### config.mk
export PLATFORM = sky130hd
export DESIGN_NAME = cyrillic_text_transcoder
export DESIGN_NICKNAME = d
export VERILOG_FILES = /design/src/hdl/cytt_pkg.sv /design/src/hdl/cytt_cfg.sv /design/src/hdl/cytt_conv.sv /design/src/hdl/cytt_obuf.sv /design/src/hdl/cyrillic_text_transcoder.sv
export VERILOG_INCLUDE_DIRS = /design/src /design/src/hdl
export SDC_FILE = /design/constraint.sdc
export NUM_CORES = 1
export LEC_CHECK = 0
export ABC_AREA = 1
export BUFFER_PORTS_ARGS = -buffer_cell sky130_fd_sc_hd__buf_2
export CORE_ASPECT_RATIO = 0.5
export CORE_MARGIN = 4
export CORE_UTILIZATION = 56
export CTS_BUF_LIST = sky130_fd_sc_hd__clkbuf_8
export DETAILED_ROUTE_END_ITERATION = 6
export GPL_TIMING_DRIVEN = 1
export PLACE_DENSITY_LB_ADDON = 0.25
export SYNTH_ARGS = -nofsm -noshare
export SYNTH_HDL_FRONTEND = slang
export SYNTH_SLANG_ARGS = --single-unit
### constraint.sdc
create_clock -name clk -period 3.6 [get_ports clk]
set_input_delay 0.36 -clock clk [delete_from_list [all_inputs] [get_ports clk]]
set_output_delay 0.36 -clock clk [all_outputs]
set_load 0.02 [all_outputs]
### src/hdl/cyrillic_text_transcoder_macros.svh
// ----------------------------------------------------------------------------
// cyrillic_text_transcoder_macros
// Assertion macros shared by the transcoder modules.
// ----------------------------------------------------------------------------
`ifndef CYRILLIC_TEXT_TRANSCODER_MACROS_SVH
`define CYRILLIC_TEXT_TRANSCODER_MACROS_SVH

// same-cycle implication, sampled on clk, off while in reset
`define CYTT_ASSERT_IMP(lbl, ante, cons, msg) \
  lbl: assert property (@(posedge clk) disable iff (!rst_n) (ante) |-> (cons)) \
    else $error(msg);

// next-cycle implication, sampled on clk, off while in reset
`define CYTT_ASSERT_NXT(lbl, ante, cons, msg) \
  lbl: assert property (@(posedge clk) disable iff (!rst_n) (ante) |=> (cons)) \
    else $error(msg);

`endif

### src/hdl/cytt_pkg.sv
// ----------------------------------------------------------------------------
// cytt_pkg
// Types, constants and character mapping functions of the transcoder.
// ----------------------------------------------------------------------------
package cytt_pkg;

  localparam int UNIT_W  = 16;
  localparam int BYTE_W  = 8;
  localparam int DATA_W  = 32;
  localparam int ADDR_W  = 3;

  localparam logic [UNIT_W-1:0] ASCII_LIM   = 16'h0080;
  localparam logic [BYTE_W-1:0] CP_LETTER_LO = 8'hC0;
  localparam logic [BYTE_W-1:0] CP_LETTER_HI = 8'hFF;
  localparam logic [BYTE_W-1:0] CP_IO       = 8'hA8;
  localparam logic [BYTE_W-1:0] CP_YO       = 8'hB8;
  localparam logic [UNIT_W-1:0] CP_OFS      = 16'h0350;
  localparam logic [UNIT_W-1:0] WIDE_IO     = 16'h0401;
  localparam logic [UNIT_W-1:0] WIDE_YO     = 16'h0451;
  localparam logic [UNIT_W-1:0] WIDE_LO     = 16'h0410;
  localparam logic [UNIT_W-1:0] WIDE_MID_HI = 16'h043F;
  localparam logic [UNIT_W-1:0] WIDE_MID_LO = 16'h0440;
  localparam logic [UNIT_W-1:0] WIDE_HI     = 16'h044F;
  localparam logic [UNIT_W-1:0] U8_A_LO     = 16'hD090;
  localparam logic [UNIT_W-1:0] U8_A_HI     = 16'hD0BF;
  localparam logic [UNIT_W-1:0] U8_B_LO     = 16'hD180;
  localparam logic [UNIT_W-1:0] U8_B_HI     = 16'hD18F;
  localparam logic [UNIT_W-1:0] U8_OFS_A    = 16'hCC80;
  localparam logic [UNIT_W-1:0] U8_OFS_B    = 16'hCD40;
  localparam logic [UNIT_W-1:0] U8_IO       = 16'hD081;
  localparam logic [UNIT_W-1:0] U8_YO       = 16'hD191;

  typedef enum logic {
    REG_DIRECTION = 1'b0,
    REG_CODE_PAGE = 1'b1
  } reg_idx_t;

  typedef enum logic {
    DIR_DECODE = 1'b0,
    DIR_ENCODE = 1'b1
  } dir_t;

  typedef enum logic {
    PAGE_CP1251 = 1'b0,
    PAGE_UTF8   = 1'b1
  } page_t;

  typedef struct packed {
    dir_t  direction;
    page_t code_page;
  } cfg_t;

  typedef struct packed {
    logic [UNIT_W-1:0] unit;
    logic              bad_char;
    logic              run_last;
    logic              string_last;
  } result_t;

  typedef struct packed {
    logic              ok;
    logic [UNIT_W-1:0] val;
  } map_t;

  // conversion stage to output buffer
  typedef struct packed {
    logic    valid;
    logic    emit;
    logic    pair;
    result_t first;
    result_t second;
  } conv_t;

  function automatic map_t cp1251_to_wide(input logic [BYTE_W-1:0] b);
    map_t m;
    m = '0;
    if (b inside {[CP_LETTER_LO:CP_LETTER_HI]}) begin
      m.ok  = 1'b1;
      m.val = {{(UNIT_W-BYTE_W){1'b0}}, b} + CP_OFS;
    end else if (b == CP_IO) begin
      m.ok  = 1'b1;
      m.val = WIDE_IO;
    end else if (b == CP_YO) begin
      m.ok  = 1'b1;
      m.val = WIDE_YO;
    end
    return m;
  endfunction

  function automatic map_t utf8_pair_to_wide(input logic [UNIT_W-1:0] v);
    map_t m;
    m = '0;
    if (v inside {[U8_A_LO:U8_A_HI]}) begin
      m.ok  = 1'b1;
      m.val = v - U8_OFS_A;
    end else if (v inside {[U8_B_LO:U8_B_HI]}) begin
      m.ok  = 1'b1;
      m.val = v - U8_OFS_B;
    end else if (v == U8_IO) begin
      m.ok  = 1'b1;
      m.val = WIDE_IO;
    end else if (v == U8_YO) begin
      m.ok  = 1'b1;
      m.val = WIDE_YO;
    end
    return m;
  endfunction

  function automatic map_t wide_to_cp1251(input logic [UNIT_W-1:0] w);
    map_t              m;
    logic [UNIT_W-1:0] d;
    m = '0;
    d = w - CP_OFS;
    if (w inside {[WIDE_LO:WIDE_HI]}) begin
      m.ok  = 1'b1;
      m.val = {{(UNIT_W-BYTE_W){1'b0}}, d[BYTE_W-1:0]};
    end else if (w == WIDE_IO) begin
      m.ok  = 1'b1;
      m.val = {{(UNIT_W-BYTE_W){1'b0}}, CP_IO};
    end else if (w == WIDE_YO) begin
      m.ok  = 1'b1;
      m.val = {{(UNIT_W-BYTE_W){1'b0}}, CP_YO};
    end
    return m;
  endfunction

  function automatic map_t wide_to_utf8_pair(input logic [UNIT_W-1:0] w);
    map_t m;
    m = '0;
    if (w inside {[WIDE_LO:WIDE_MID_HI]}) begin
      m.ok  = 1'b1;
      m.val = w + U8_OFS_A;
    end else if (w inside {[WIDE_MID_LO:WIDE_HI]}) begin
      m.ok  = 1'b1;
      m.val = w + U8_OFS_B;
    end else if (w == WIDE_IO) begin
      m.ok  = 1'b1;
      m.val = U8_IO;
    end else if (w == WIDE_YO) begin
      m.ok  = 1'b1;
      m.val = U8_YO;
    end
    return m;
  endfunction

endpackage

### src/hdl/cytt_cfg.sv
// ----------------------------------------------------------------------------
// cytt_cfg
// APB-style register bank holding direction and code page.
// ----------------------------------------------------------------------------
module cytt_cfg (
  input  logic                        clk,
  input  logic                        rst_n,
  input  logic                        psel,
  input  logic                        penable,
  input  logic                        pwrite,
  input  logic [cytt_pkg::ADDR_W-1:0] paddr,
  input  logic [cytt_pkg::DATA_W-1:0] pwdata,
  output logic [cytt_pkg::DATA_W-1:0] prdata,
  output logic                        pready,
  output cytt_pkg::cfg_t              cfg,
  output logic                        clr
);
  import cytt_pkg::*;

  cfg_t     cfg_r;
  cfg_t     cfg_nxt;
  reg_idx_t idx;
  logic     wr_en;

  assign pready = 1'b1;
  assign idx    = reg_idx_t'(paddr[2]);
  assign wr_en  = psel && penable && pwrite && pready;
  assign clr    = wr_en;
  assign cfg    = cfg_r;

  always_comb begin
    cfg_nxt = cfg_r;
    if (wr_en) begin
      case (idx)
        REG_DIRECTION: cfg_nxt.direction = dir_t'(pwdata[0]);
        REG_CODE_PAGE: cfg_nxt.code_page = page_t'(pwdata[0]);
        default:       cfg_nxt = cfg_r;
      endcase
    end
  end

  always_comb begin
    case (idx)
      REG_DIRECTION: prdata = {{(DATA_W-1){1'b0}}, cfg_r.direction};
      REG_CODE_PAGE: prdata = {{(DATA_W-1){1'b0}}, cfg_r.code_page};
      default:       prdata = '0;
    endcase
  end

  always_ff @(posedge clk) begin
    if (!rst_n) begin
      cfg_r <= '{direction: DIR_DECODE, code_page: PAGE_CP1251};
    end else begin
      cfg_r <= cfg_nxt;
    end
  end

endmodule

### src/hdl/cytt_conv.sv
// ----------------------------------------------------------------------------
// cytt_conv
// Input register, character mapping and string state (lead byte, abort).
// ----------------------------------------------------------------------------
`include "cyrillic_text_transcoder_macros.svh"

module cytt_conv (
  input  logic                        clk,
  input  logic                        rst_n,
  input  cytt_pkg::cfg_t              cfg,
  input  logic                        clr,
  input  logic                        in_valid,
  output logic                        in_stall,
  input  logic [cytt_pkg::UNIT_W-1:0] in_code_unit,
  input  logic                        in_string_end,
  input  logic                        ready,
  output cytt_pkg::conv_t             conv
);
  import cytt_pkg::*;

  logic              in_v_r;
  logic [UNIT_W-1:0] unit_r;
  logic              end_r;
  logic [BYTE_W-1:0] lead_r;
  logic [BYTE_W-1:0] lead_nxt;
  logic              pending_r;
  logic              pending_nxt;
  logic              aborted_r;
  logic              aborted_nxt;
  logic              take;
  logic              hi_zero;
  logic              ascii;
  logic              hold;
  logic              two;
  map_t              m;

  assign in_stall = in_v_r && !ready;
  assign take     = in_v_r && ready;
  assign hi_zero  = (unit_r[UNIT_W-1:BYTE_W] == '0);
  assign ascii    = (unit_r < ASCII_LIM);

  // mapping
  always_comb begin
    m    = '0;
    hold = 1'b0;
    two  = 1'b0;
    if (cfg.direction == DIR_DECODE) begin
      if (pending_r) begin
        m    = utf8_pair_to_wide({lead_r, unit_r[BYTE_W-1:0]});
        m.ok = m.ok && hi_zero;
      end else if (ascii) begin
        m.ok  = 1'b1;
        m.val = unit_r;
      end else if (!hi_zero) begin
        m.ok = 1'b0;
      end else if (cfg.code_page == PAGE_CP1251) begin
        m = cp1251_to_wide(unit_r[BYTE_W-1:0]);
      end else if (end_r) begin
        m.ok = 1'b0;
      end else begin
        hold = 1'b1;
      end
    end else begin
      if (ascii) begin
        m.ok  = 1'b1;
        m.val = unit_r;
      end else if (cfg.code_page == PAGE_CP1251) begin
        m = wide_to_cp1251(unit_r);
      end else begin
        m   = wide_to_utf8_pair(unit_r);
        two = 1'b1;
      end
    end
  end

  // result build
  always_comb begin
    conv        = '0;
    conv.valid  = in_v_r;
    if (!aborted_r && !hold) begin
      conv.emit = 1'b1;
      if (!m.ok) begin
        conv.first = '{unit: '0, bad_char: 1'b1, run_last: 1'b1, string_last: 1'b1};
      end else if (two) begin
        conv.pair   = 1'b1;
        conv.first  = '{unit: {{(UNIT_W-BYTE_W){1'b0}}, m.val[UNIT_W-1:BYTE_W]},
                        bad_char: 1'b0, run_last: 1'b0, string_last: 1'b0};
        conv.second = '{unit: {{(UNIT_W-BYTE_W){1'b0}}, m.val[BYTE_W-1:0]},
                        bad_char: 1'b0, run_last: 1'b1, string_last: end_r};
      end else begin
        conv.first = '{unit: m.val, bad_char: 1'b0, run_last: 1'b1, string_last: end_r};
      end
    end
  end

  // string state
  always_comb begin
    lead_nxt    = lead_r;
    pending_nxt = pending_r;
    aborted_nxt = aborted_r;
    if (clr) begin
      lead_nxt    = '0;
      pending_nxt = 1'b0;
      aborted_nxt = 1'b0;
    end else if (take) begin
      if (aborted_r) begin
        aborted_nxt = !end_r;
      end else begin
        aborted_nxt = !hold && !m.ok && !end_r;
        pending_nxt = hold;
        lead_nxt    = hold ? unit_r[BYTE_W-1:0] : '0;
      end
    end
  end

  always_ff @(posedge clk) begin
    if (!rst_n) begin
      in_v_r    <= 1'b0;
      lead_r    <= '0;
      pending_r <= 1'b0;
      aborted_r <= 1'b0;
    end else begin
      if (!in_stall) begin
        in_v_r <= in_valid;
      end
      lead_r    <= lead_nxt;
      pending_r <= pending_nxt;
      aborted_r <= aborted_nxt;
    end
  end

  always_ff @(posedge clk) begin
    if (in_valid && !in_stall) begin
      unit_r <= in_code_unit;
      end_r  <= in_string_end;
    end
  end

  `CYTT_ASSERT_IMP(a_lead_mode, pending_r,
    (cfg.direction == DIR_DECODE) && (cfg.code_page == PAGE_UTF8),
    "lead byte held outside utf-8 decode")
  `CYTT_ASSERT_IMP(a_lead_abort, pending_r, !aborted_r,
    "lead byte held in an aborted string")

endmodule

### src/hdl/cytt_obuf.sv
// ----------------------------------------------------------------------------
// cytt_obuf
// Result register with a second slot for the trailing utf-8 byte.
// ----------------------------------------------------------------------------
`include "cyrillic_text_transcoder_macros.svh"

module cytt_obuf (
  input  logic              clk,
  input  logic              rst_n,
  input  cytt_pkg::conv_t   conv,
  output logic              ready,
  output logic              out_valid,
  input  logic              out_stall,
  output cytt_pkg::result_t out_res
);
  import cytt_pkg::*;

  logic    out_v_r;
  logic    out_v_nxt;
  result_t out_r;
  result_t out_nxt;
  logic    sec_v_r;
  logic    sec_v_nxt;
  result_t sec_r;
  result_t sec_nxt;
  logic    out_free;
  logic    take;

  assign out_free  = !out_v_r || !out_stall;
  assign ready     = out_free && !sec_v_r;
  assign take      = conv.valid && ready;
  assign out_valid = out_v_r;
  assign out_res   = out_r;

  always_comb begin
    out_v_nxt = out_v_r;
    out_nxt   = out_r;
    sec_v_nxt = sec_v_r;
    sec_nxt   = sec_r;
    if (out_free) begin
      if (sec_v_r) begin
        out_v_nxt = 1'b1;
        out_nxt   = sec_r;
        sec_v_nxt = 1'b0;
      end else if (take && conv.emit) begin
        out_v_nxt = 1'b1;
        out_nxt   = conv.first;
        sec_v_nxt = conv.pair;
        sec_nxt   = conv.second;
      end else begin
        out_v_nxt = 1'b0;
      end
    end
  end

  always_ff @(posedge clk) begin
    if (!rst_n) begin
      out_v_r <= 1'b0;
      sec_v_r <= 1'b0;
    end else begin
      out_v_r <= out_v_nxt;
      sec_v_r <= sec_v_nxt;
    end
  end

  always_ff @(posedge clk) begin
    out_r <= out_nxt;
    sec_r <= sec_nxt;
  end

  `CYTT_ASSERT_IMP(a_sec_behind, sec_v_r, out_v_r && !out_r.run_last,
    "second byte waiting without its first byte")
  `CYTT_ASSERT_NXT(a_sec_moves, sec_v_r && !out_stall, out_v_r && out_r.run_last,
    "second byte not sent after first beat")
  `CYTT_ASSERT_IMP(a_err_form, out_v_r && out_r.bad_char,
    out_r.run_last && out_r.string_last && (out_r.unit == '0),
    "malformed error beat")

endmodule

### src/hdl/cyrillic_text_transcoder.sv
// ----------------------------------------------------------------------------
// cyrillic_text_transcoder
// Cyrillic text transcoder between wide units and cp1251 or utf-8 bytes.
// ----------------------------------------------------------------------------
// usage
//   input channel: in_code_unit and in_string_end, one code unit per beat
//   output channel: out_out_unit with bad_char, run_last and string_last
//   registers: direction at 0x0, code_page at 0x4; the user writes them only
//   while idle, unenforced by the block; any write restarts the string state
// path
//   a taken input beat is held in the input register, mapped, and then
//   registered in the output register, which drives out_valid
// throughput
//   one input beat per cycle while not stalled; wide to utf-8 holds the next
//   unit while its second byte waits; the output register sends both in turn
//   a held utf-8 lead byte and dropped beats of an aborted string give no result
// reset
//   rst_n low clears all valids, the lead byte and abort flag, and both registers
// stall
//   out_stall holds the output beat; the next unit waits in the input register
//   and in_stall rises only once that register is also full
// ----------------------------------------------------------------------------
module cyrillic_text_transcoder (
  input  logic                        clk,
  input  logic                        rst_n,
  input  logic                        psel,
  input  logic                        penable,
  input  logic                        pwrite,
  input  logic [cytt_pkg::ADDR_W-1:0] paddr,
  input  logic [cytt_pkg::DATA_W-1:0] pwdata,
  output logic [cytt_pkg::DATA_W-1:0] prdata,
  output logic                        pready,
  input  logic                        in_valid,
  output logic                        in_stall,
  input  logic [cytt_pkg::UNIT_W-1:0] in_code_unit,
  input  logic                        in_string_end,
  output logic                        out_valid,
  input  logic                        out_stall,
  output logic [cytt_pkg::UNIT_W-1:0] out_out_unit,
  output logic                        out_bad_char,
  output logic                        out_run_last,
  output logic                        out_string_last
);
  import cytt_pkg::*;

  cfg_t    cfg;
  logic    clr;
  conv_t   conv;
  logic    ready;
  result_t out_res;

  cytt_cfg u_cfg (
    .clk     (clk),
    .rst_n   (rst_n),
    .psel    (psel),
    .penable (penable),
    .pwrite  (pwrite),
    .paddr   (paddr),
    .pwdata  (pwdata),
    .prdata  (prdata),
    .pready  (pready),
    .cfg     (cfg),
    .clr     (clr)
  );

  cytt_conv u_conv (
    .clk           (clk),
    .rst_n         (rst_n),
    .cfg           (cfg),
    .clr           (clr),
    .in_valid      (in_valid),
    .in_stall      (in_stall),
    .in_code_unit  (in_code_unit),
    .in_string_end (in_string_end),
    .ready         (ready),
    .conv          (conv)
  );

  cytt_obuf u_obuf (
    .clk       (clk),
    .rst_n     (rst_n),
    .conv      (conv),
    .ready     (ready),
    .out_valid (out_valid),
    .out_stall (out_stall),
    .out_res   (out_res)
  );

  assign out_out_unit    = out_res.unit;
  assign out_bad_char    = out_res.bad_char;
  assign out_run_last    = out_res.run_last;
  assign out_string_last = out_res.string_last;

endmodule

==> results.toml, run 1 <==
[detailed_routing]
antenna_left = 0
drcViolationCount = 0
vias = 3872
routedWlPerCell_um = 13.8
wl_um = 10400
viasPerCell = 5.13
drtIter0Drc = 366
firstDrtPassIters = 5

[logic_synthesis]
synthDominantCellAreaShare_pct = 31.0
syn_area_um2 = 4460
synthFlopType = "edfxtp_1"
synth_warnings = 0
synth.avg_cell_area_um2 = 7.63
synth.distinct_cells = 44
ys_ff_latch = 61
async_reset_ff_share_pct = 0
ys_seq_area_share_pct = 37.7
syn_inst = 584
synth_area_leader_cell = "edfxtp_1"
synth_edf_count = 46
yosys-top-cells-area = "edfxtp_1, nand2_1, dfxtp_1"

[setup_path]
cp-start-kind = "flip-flop"
required_ps = 3700
cp_data_arrival_time_ps = 2950
critPathMaxFanout = 8
crit_path_end_kind = "flip-flop"
critPathKind = "reg2reg"

[timing]
worst-slew-pin-transition_ps = 506
slew-limit-headroom_pct = 66.2
finalSetupTns_ps = 0
skew_ps = 13.5
rsz0062_at_grt = "false"
fin_crit_sh_pct = 79.1
fin_hold_ws_ps = 184
setup_viol = 0
period_minus_slack_ps = 2850
drv_slew = 0
setup_ws_ps = 752
hold_viol = 0
fmax_ghz = 0.351

[placed_design]
hpwl_um = 8030
numPortBuffers = 47
gp_congestion = 0.940
preCtsSetupSlack_ps = 791

[clock_network]
cts_tree = "yes"
hold_buffers = 0
htreeDepth = 3
cts_resized = 0
cts_sinks = 61
clockBufferDepth = 2
clkSlewWorstSetupHoldPaths_ps = 60
clockRootBuffer = "clkbuf_8"
insertion_delay_ps = 350
cts_buffers = 9
cts_setup_buffers = 0

[floorplan]
rows = 22
die_w_um = 134
initial_utilization_pct = 59.1
die_area_um2 = 9540
die_y_um = 71.1
pin_count = 113
core_um2 = 7540

[power_and_ir_drop]
power_density_nw_per_um2 = 326
p_leak_nw = 2.25
vdd_drop_max_v = 0.000241
p_total_mw = 1.60

[global_route]
grt_usage_pct = 22.4
grt-ovfl-total = 0
grt_max_degree = 20
antenna_found_initial = 0
grt_pass1_vias = 3305
grt_pass1_wl_um = 16700

[run]
drv_cap = 0

[layout]
antenna_cells = 0
utilization_pct = 65.1
layout.nets = 717
drive_above_1_share_pct = 19.6
syn_to_final_growth_pct = 10.1

[hold_path]
worstHoldPathType = "in2reg"

[status]
status = "finished clean"
worst max-delay path, stage by stage (launching register included):
cell and delay [ps]:
edfxtp_1 540, inv_1 230, ha_1 340, inv_1 140
nand2_1 80, nand2_1 70, inv_1 60, o21ai_1 50
nand2_1 60, nand2_1 60, nand2_2 150, nand3_1 180
nand2_1 110, nand3_2 160, nand3_4 170, inv_2 70
nand2_1 80, nand3_2 50
cell families (layout without fill, tap and decap cells):
family / Yosys count / count (layout) / share of synthesized area (%)
AO/OA/AOI/OAI: 65 / 65 / 8.73
XOR/XNOR: 7 / 7 / 1.38
adder cells (fa/ha/maj): 15 / 15 / 4.21
buffers and inverters: 113 / 141 / 12.6
flip-flops: 61 / 61 / 37.7
other: 2 / 37 / 0.168
AND/OR/NAND/NOR: 321 / 321 / 35.2
area by class of cell:
class | instances | area [um^2]
repair buffers | 54 | 288
well taps | 108 | 135
flip-flops and latches | 61 | 1680
clock buffers | 9 | 124
clock inverters | 6 | 55.1
fillers | 694 | 2640
inverters | 72 | 275
multi-input cells | 445 | 2350
final timing paths:
check / start / endpoint / slack (ps) / cells past startpoint
worst max-delay path: u_conv.unit_r[4] / u_obuf.out_res[10] / 750 / 17
worst max register to register: u_conv.unit_r[4] / u_obuf.out_res[10] / 750 / 17
worst min register to register: u_conv.lead_r[6] / u_conv.lead_r[6] / 470 / 2
worst min-delay path: in_code_unit[14] / u_conv.unit_r[14] / 180 / 1
per-stage QoR:
stage / instance area [um^2] / cells
2_1_floorplan: 4590 / 619
3_3_place_gp: 4730 / 740
3_5_place_dp: 4730 / 740
4_1_cts: 4910 / 755
5_1_grt: 4910 / 755
6_report: 4910 / 755
cell usage after synthesis, types with 2 or more instances:
| library cell | n |
|---|---|
| a21oi_2 | 5 |
| nor2_2 | 8 |
| o21ai_0 | 20 |
| clkbuf_1 | 5 |
| nor2_1 | 54 |
| inv_4 | 2 |
| o31ai_1 | 2 |
| o211ai_1 | 6 |
| conb_1 | 2 |
| ha_1 | 15 |
| nand3_1 | 45 |
| inv_2 | 7 |
| nor2_4 | 6 |
| dfxtp_1 | 15 |
| buf_4 | 33 |
| a21oi_1 | 23 |
| nand2_4 | 10 |
| buf_2 | 2 |
| nor3_2 | 4 |
| xor2_1 | 6 |
| inv_1 | 62 |
| nand4_1 | 11 |
| nand2_1 | 162 |
| nor3_1 | 2 |
| o21ai_1 | 2 |
| nand3_2 | 6 |
| nand2_2 | 7 |
| edfxtp_1 | 46 |
cells in the final DEF (no fill, tap or decap), types with 2 or more instances in the layout:
master,instances
nand2_1,162
nand2_2,7
nor2_2,8
nand2_4,10
nor3_1,2
edfxtp_1,46
clkbuf_8,9
buf_2,47
clkinv_1,3
nor3_2,4
nand3_1,45
xor2_1,6
inv_2,7
o21ai_0,20
a21oi_1,22
clkinv_2,2
nor2_1,54
nor2_4,6
nand4_1,11
a21oi_2,6
o211ai_1,6
dfxtp_1,15
buf_4,7
ha_1,15
inv_1,62
inv_4,2
conb_1,37
o31ai_1,2
nand3_2,6
o21ai_1,2
where the power goes:
part / leakage [nW] / total, mW / switching, mW / internal, mW
Clock: 0.0899 / 0.579 / 0.271 / 0.308
Sequential: 0.562 / 0.810 / 0.0226 / 0.787
Combinational: 1.60 / 0.211 / 0.155 / 0.0564
registers in the layout, summed over array words and instances, names as in the netlist:
signal	count
u_cfg.cfg	2
u_conv.aborted_r	1
u_conv.end_r	1
u_conv.in_v_r	1
u_conv.lead_r	8
u_conv.pending_r	1
u_conv.unit_r	16
u_obuf.out_res	19
u_obuf.out_valid	1
u_obuf.sec_r	10
u_obuf.sec_v_r	1
per-layer routing:
metal | track usage [%] | up-vias | wire length, um
met1 | 34.2 | 1703 | 5000
met2 | 31.2 | 196 | 4120
met3 | 5.33 | 15 | 1170
li1 | - | 1958 | -
met5 | 0 | - | 0
met4 | 6.88 | 0 | 125
Note: power is estimated with default switching activity, not from simulation.
==> run 2: changes to the inputs <==
- CORE_UTILIZATION: 56 -> 50
- clock period: 3.6 -> 2.45 ns (I/O delays scaled with it)
==> results.toml, run 2 (same netlist as run 1, synthesis figures left out) <==
[clock_network]
clockBufferDepth = 2
htreeDepth = 3
hold_buffers = 0
cts_buffers = 9
cts_sinks = 61
cts_tree = "yes"
clockRootBuffer = "clkbuf_8"
clkSlewWorstSetupHoldPaths_ps = 80
insertion_delay_ps = 360

[timing]
finalSetupTns_ps = 0
skew_ps = 7.87
fmax_ghz = 0.431
period_minus_slack_ps = 2320
fin_crit_sh_pct = 94.7
drv_slew = 0
setup_ws_ps = 130
hold_viol = 0
setup_viol = 0

[layout]
final_cell_mix = "nand2_1, inv_1, nor2_1"
layout.nets = 749
final_common_cell = "nand2_1"
fin_area_um2 = 5230
utilization_pct = 60.3
syn_to_final_growth_pct = 17.4
drive_above_1_share_pct = 24.1
largest_reg_flops = 19
antenna_cells = 0

[floorplan]
rows = 24
die_w_um = 142
die_y_um = 74.8
die_area_um2 = 10600
core_um2 = 8680
initial_utilization_pct = 51.4
pin_count = 113

[power_and_ir_drop]
vdd_drop_max_v = 0.000246
p_leak_nw = 2.43
power_density_nw_per_um2 = 484

[setup_path]
worst_path_max_delay_cell = "edfxtp_1"
crit_top_cell = "nand2_1"
cp_top_family = "simple AND/OR/NAND/NOR gates"
critical_path_buf_inv_count = 2
critPathMaxFanout = 7
rr_worst_depth = 16
cp_data_arrival_time_ps = 2430
path_depth = 16
crit_path_end_kind = "flip-flop"
cp_slowest_stage_delay_ps = 350
critPathKind = "reg2reg"
crit_path_cell_trace = "inv_1 -> ha_1 -> inv_1 -> nand2_1 -> nand2_1 -> nand3_1 -> nand2_1 -> nand2_1 -> nand2_4 -> nand3_1 -> nand2_1 -> nand3_2 -> nand2_4 -> nor2_4 -> nand3_1 -> nand2_1"
cp-start-kind = "flip-flop"
required_ps = 2560

[global_route]
antenna_found_initial = 0
grt_usage_pct = 21.3
grt_max_degree = 20
grt_pass1_vias = 3418
grt-ovfl-total = 0
grt_pass1_wl_um = 17500

[detailed_routing]
wl_um = 11000
viasPerCell = 4.96
firstDrtPassIters = 5
drtIter0Drc = 260
antenna_left = 0
routedWlPerCell_um = 13.8
drcViolationCount = 0
vias = 3953

[placed_design]
gp_congestion = 1.03
preCtsSetupSlack_ps = 102
numPortBuffers = 47
place_area_um2 = 4980
hpwl_um = 8610

[run]
drv_cap = 0

[hold_path]
worstHoldPathType = "in2reg"
holdPathStages = 1

[status]
status = "finished clean"
## run 2: cell count changes in the layout (fill, tap and decap cells not counted), sizes merged
cell / before / now
buf: 54 / 86
inv: 71 / 72
bufinv: 1 / 2
clkinvlp: 1 / 0
## run 2: cell type report
class,count,area (um^2)
clock inverter,7,91.3
clock buffer,9,124
fill,809,3450
multi-input combinational,445,2360
timing repair buffer,86,553
tap,117,146
inverter,72,275
sequential,61,1680
## run 2: path summary, 6_finish.rpt
kind,start,to,slack (ps)
max,u_conv.unit_r[4],u_obuf.out_res[4],130
min,in_code_unit[8],u_conv.unit_r[8],60
max reg2reg,u_conv.unit_r[4],u_obuf.out_res[4],130
min reg2reg,u_conv.lead_r[6],u_conv.lead_r[6],470
## run 2: stage by stage
stage               power (mW)  std cells  hold WS (ps)
floorplan                 1.46        619           344
global placement          1.55        778           422
detailed placement        1.55        778           423
CTS                       2.55        794          43.6
global route              2.65        797          45.4
finish                    2.53        797          57.1
## run 2: what timing repair did
action	in CTS	in global routing
buffers inserted	0	3
setup endpoints to repair	0	24
resized for setup	0	6
## run 2: routing by layer
layer	track usage, %	vias up	wire length [um]
met5	0	-	0
met4	5.74	0	114
met3	4.51	11	964
met2	31.4	167	4520
met1	32.0	1755	5370
li1	-	2020	-
## run 2: power breakdown
part,leakage [nW],switching (mW),internal [mW],total [mW]
clock,0.114,0.426,0.568,0.994
sequential,0.562,0.0220,1.16,1.18
combinational,1.76,0.247,0.113,0.360
total,2.43,0.695,1.84,2.53
